<file path="src/rtl/pcje_pkg.sv">
package pcje_pkg;

  localparam int IDX_W = 3;
  localparam int RES_W = 35;   // residues of 2*pi in Q32
  localparam int Z_W   = 36;   // signed angle, 32 fraction bits
  localparam int X_W   = 33;   // CORDIC x/y, 30 fraction bits
  localparam int ERR_W = 36;   // position error before the spring gain

  localparam longint PI_Q32         = 64'sd13493037705;
  localparam longint TWO_PI_Q32     = 64'sd26986075409;
  localparam longint HALF_PI_Q32    = 64'sd6746518852;
  localparam longint QUARTER_PI_Q32 = 64'sd3373259426;
  localparam longint GAIN_Q30       = 64'sd652032874;

  typedef enum logic [IDX_W-1:0] {
    REG_ANCHOR_X  = 3'd0,
    REG_ANCHOR_Y  = 3'd1,
    REG_TARGET_X  = 3'd2,
    REG_TARGET_Y  = 3'd3,
    REG_STIFFNESS = 3'd4,
    REG_DAMPING   = 3'd5
  } reg_idx_t;

  typedef struct packed {
    logic signed [31:0] pos_x;
    logic signed [31:0] pos_y;
    logic signed [31:0] angle;
  } pose_t;

  typedef struct packed {
    logic signed [31:0] dx_dangle;
    logic signed [31:0] dy_dangle;
    logic signed [31:0] d2x_dangle2;
    logic signed [31:0] d2y_dangle2;
    logic signed [31:0] spring_x;
    logic signed [31:0] spring_y;
    logic [30:0]        damping_out;
  } result_t;

  typedef struct packed {
    logic signed [X_W-1:0] x;
    logic signed [X_W-1:0] y;
    logic signed [Z_W-1:0] z;
    logic                  flip;
    logic signed [31:0]    pos_x;
    logic signed [31:0]    pos_y;
  } cordic_t;

  typedef struct packed {
    logic signed [31:0] dx;
    logic signed [31:0] dy;
    logic signed [31:0] d2x;
    logic signed [31:0] d2y;
  } deriv_t;

  // 2^n mod 2*pi (Q32), by repeated doubling
  function automatic logic [RES_W-1:0] residue_q32(input int n);
    longint r;
    r = 1;
    for (int k = 0; k < n; k++) begin
      r = r * 2;
      if (r >= TWO_PI_Q32) r = r - TWO_PI_Q32;
    end
    return r[RES_W-1:0];
  endfunction

  // quotient of two non-negative values by shift and subtract; builds constants only
  function automatic longint quot_q(input longint num, input longint den);
    longint q;
    longint r;
    q = 0;
    r = 0;
    for (int b = 62; b >= 0; b--) begin
      r = (r << 1) | ((num >>> b) & longint'(1));
      q = q << 1;
      if (r >= den) begin
        r = r - den;
        q = q | longint'(1);
      end
    end
    return q;
  endfunction

  // atan(2^-i) in Q32 from the integer arctan series
  function automatic logic signed [Z_W-1:0] atan_q32(input int i);
    longint sum;
    longint term;
    longint t;
    int     k;
    sum = 0;
    k = 0;
    if (i == 0) return QUARTER_PI_Q32[Z_W-1:0];
    while (i * (2 * k + 1) <= 62) begin
      term = quot_q(longint'(1) << (62 - i * (2 * k + 1)), longint'(2 * k + 1));
      if (k[0]) sum = sum - term;
      else sum = sum + term;
      k++;
    end
    t = (sum + (longint'(1) << 29)) >>> 30;
    return t[Z_W-1:0];
  endfunction

  function automatic logic signed [31:0] sat32(input logic signed [ERR_W-1:0] v);
    if (v > 36'sd2147483647) return 32'sh7FFFFFFF;
    else if (v < -36'sd2147483648) return 32'sh80000000;
    else return v[31:0];
  endfunction

endpackage

</file>
<file path="src/rtl/pcje_cordic_stage.sv">
module pcje_cordic_stage #(
  parameter int IDX = 0
) (
  input  logic             clk,
  input  logic             en,
  input  pcje_pkg::cordic_t d,
  output pcje_pkg::cordic_t q
);
  import pcje_pkg::*;

  localparam logic signed [Z_W-1:0] ATAN = atan_q32(IDX);

  cordic_t n;

  always_comb begin
    n = d;
    if (d.z >= 0) begin
      n.x = d.x - ($signed(d.y) >>> IDX);
      n.y = d.y + ($signed(d.x) >>> IDX);
      n.z = d.z - ATAN;
    end else begin
      n.x = d.x + ($signed(d.y) >>> IDX);
      n.y = d.y - ($signed(d.x) >>> IDX);
      n.z = d.z + ATAN;
    end
  end

  always_ff @(posedge clk) begin
    if (en) q <= n;
  end

endmodule

</file>
<file path="config.mk">
export PLATFORM = sky130hd
export DESIGN_NAME = pcje_cordic_stage
export DESIGN_NICKNAME = d
export VERILOG_FILES = /design/src/rtl/pcje_pkg.sv /design/src/rtl/pcje_cordic_stage.sv
export SDC_FILE = /design/constraint.sdc
export NUM_CORES = 1
export LEC_CHECK = 0
export ABC_CLOCK_PERIOD_IN_PS = 5540
export BUFFER_PORTS_ARGS = -buffer_cell sky130_fd_sc_hd__buf_2
export CAP_MARGIN = 20
export CORE_ASPECT_RATIO = 0.5
export CORE_MARGIN = 1
export CORE_UTILIZATION = 42
export CTS_CLUSTER_SIZE = 28
export DETAILED_ROUTE_END_ITERATION = 16
export GPL_ROUTABILITY_DRIVEN = 0
export HOLD_SLACK_MARGIN = 0.1
export PLACE_DENSITY = 0.72
export REMOVE_ABC_BUFFERS = 1
export SLEW_MARGIN = 20
export SYNTH_ARGS = -nofsm -noshare
export SYNTH_HDL_FRONTEND = slang
export SYNTH_SLANG_ARGS = --single-unit
</file>
<file path="constraint.sdc">
create_clock -name clk -period 5.54 [get_ports clk]
set_input_delay 0.554 -clock clk [delete_from_list [all_inputs] [get_ports clk]]
set_output_delay 0.554 -clock clk [all_outputs]
set_load 0.02 [all_outputs]
</file>
==> results by group <==
Run status
  – Outcome: finished clean

Global routing
  – Initial antenna violation count: 1
  – Gr usage total: 23.8%
  – Global-route wire length before repair: 55,800 µm
  – Via count of the first global-routing pass: 10,000
  – Grt total ovfl: 0
  – Largest net degree at the start of global routing: 119

Synthesis
  – Syn_area_per_cell: 9.75 µm²
  – YS warnings: 0
  – Synth top area cells: edfxtp_1 40%, ha_1 13%, a21oi_1 5.8%
  – Register area share after synthesis: 39.8%
  – Mapped Area: 12,500 µm²
  – Ys async rst share: 0%
  – EDFF count, synth: 166
  – Top FF cell, synth: edfxtp_1
  – Unique cell type count in the Yosys netlist: 77
  – Post-synth top area cell: edfxtp_1
  – Yosys top cell area share: 39.8%
  – Flops & latches, synth: 166
  – Post-synthesis instance total: 1,285

Detailed routing
  – Via-to-Cell Ratio: 5.60
  – Via count: 11,200
  – Detailed-route wire length per cell: 19.0 µm
  – Routed WL: 38,000 µm
  – # DRC: 0
  – Post-DRT Antenna Nets: 0
  – TritonRoute pass-1 iters: 6
  – Initial DRC count: 1,285

Setup path
  – Worst EP arrival: 4.55 ns
  – Critical path startpoint category: input pin
  – Setup crit end kind: register
  – Worst-path maximum fanout: 43
  – Worst setup path category: in -> reg
  – Req. time, crit path: 5.72 ns

Timing
  – Hold_ws: 0.268 ns
  – Fin crit period: 4.36 ns
  – Endpoints failing setup: 0
  – Fmax: 0.229 GHz
  – RSZ-0062 raised after global routing: false
  – Slew headroom: 30.8%
  – Hold Vio Cnt, Final: 0
  – Final Max Slew Viols: 0
  – Fin crit share: 78.8%
  – Worst Max-Slew Pin Slew: 1.04 ns

Clock tree
  – CTS resizes: 0
  – Clock slew at reported path FFs: 0.08 ns
  – Clk sinks: 166
  – Post-CTS Setup Bufs: 0
  – TritonCTS buffer count: 17
  – Max clock buf depth: 2
  – CTS H-Tree Depth: 4
  – Clock root cell: clkbuf_16
  – CTS tree: yes
  – CTS Hold Bufs: 0

Die
  – I/O pin cnt: 336
  – Die Ht: 124 µm
  – Initial core utilization: 42.9%
  – Rows: 44
  – Die area: 30,600 µm²
  – CORE AREA: 29,200 µm²
  – Die width: 246 µm

Cells and area
  – Biggest regs: q: 166 flops
  – Share of cells above drive strength 1: 25.5%
  – Max reg flops: 166
  – Most flops, register: q
  – Nets@finish: 1,900
  – Commonest non-fill, non-tap cells in the layout: 334 x buf_2, 166 x edfxtp_1, 146 x a21oi_1
  – Area Growth Syn to Fin: 20.3%
  – Most common cell after layout, fill and taps aside: buf_2
  – Inserted Diodes: 0
  – Final std cells w/o fill: 2,001

Place
  – Dpl cells: 1,969
  – Post-DP HPWL: 29,400 µm
  – PortBufs: 335

Power
  – PD cells: 287 nW/µm²
  – Leakage: 6.66 nW
  – Worst ir drop on vdd: 0.000213 V

Job
  – Max-cap viol count: 0

Worst hold path
  – Hold WC Path Type: in -> reg
==> routing by layer <==
metal / share of wire [%] / global-route usage (%)
met1: 43 / 31.7
met2: 47 / 38.5
met5: 0.034 / 0
met3: 7.5 / 4.80
met4: 2.8 / 8.27
==> final timing paths <==
check	start	end	slack, ns	depth (start not counted)
min	d[48]	q[48]	0.27	1
max	d[90]	q[93]	1.18	16
==> logic make-up after synthesis <==
| group | Yosys count | share of synthesized area, % |
|---|---|---|
| compound gates | 406 | 21.2 |
| simple gates | 310 | 11.8 |
| flops | 166 | 39.8 |
| buf+inv | 159 | 5.76 |
| fa+ha+maj | 134 | 13.6 |
| xor+xnor | 96 | 6.71 |
| mux | 14 | 1.12 |
==> critical path, stage by stage <==
cell,delay (ns)
buf_2,0.11
nor4_1,0.41
nand3_1,0.23
nor3_1,0.27
nand2b_2,0.26
buf_4,0.46
ha_1,0.38
a21oi_1,0.12
nand4_1,0.11
nand2_1,0.07
nor4_1,0.31
a311oi_1,0.14
or4_1,0.56
a21oi_1,0.25
a21oi_1,0.14
xnor2_1,0.15
==> where the power goes <==
group / internal [mW] / total (mW) / switching, mW
clock: 0.654 / 1.27 / 0.615
sequential: 1.60 / 1.65 / 0.0466
combinational: 0.497 / 1.41 / 0.917
==> cell usage after synthesis, drive strengths merged (3+ instances only) <==
| cell | count |
|---|---|
| buf | 30 |
| a31oi | 13 |
| fa | 4 |
| or3 | 9 |
| a211oi | 15 |
| xor2 | 17 |
| xnor2 | 79 |
| a21boi | 7 |
| a2111oi | 4 |
| a311oi | 4 |
| o311ai | 5 |
| clkbuf | 18 |
| and3 | 7 |
| o221ai | 3 |
| nor2b | 12 |
| o211ai | 8 |
| inv | 109 |
| o31ai | 18 |
| edfxtp | 166 |
| o21ai | 82 |
| o21a | 15 |
| and2 | 8 |
| nand4 | 15 |
| o21bai | 22 |
| or2 | 6 |
| ha | 130 |
| o211a | 3 |
| nor4 | 17 |
| a21o | 33 |
| nand3 | 22 |
| nor3 | 25 |
| mux2i | 14 |
| nor2 | 95 |
| nand2 | 75 |
| a221oi | 8 |
| a21oi | 150 |
| nand2b | 12 |
| o31a | 5 |
==> metrics by stage <==
step	utilization, %	setup TNS (ns)	area (µm²)	total power [mW]	worst slack, ns
finish	51.7	0	15100	4.33	1.18
global route	51.7	0	15100	4.51	0.827
CTS	51.6	0	15100	4.34	1.22
detailed placement	49.5	0	14400	3.06	0.786
global placement	49.5	0	14400	3.06	0.904
floorplan	-	-10.66	12200	2.57	-0.770
==> area by class of cell <==
cell class,instances,area [µm²]
inverters,111,422
fillers,2676,14100
multi-input cells,960,6820
repair buffers,341,1730
well taps,391,489
clock buffers,17,425
flip-flops and latches,166,4980
clock inverters,15,199
No activity file was read; power rests on OpenSTA's default activity.
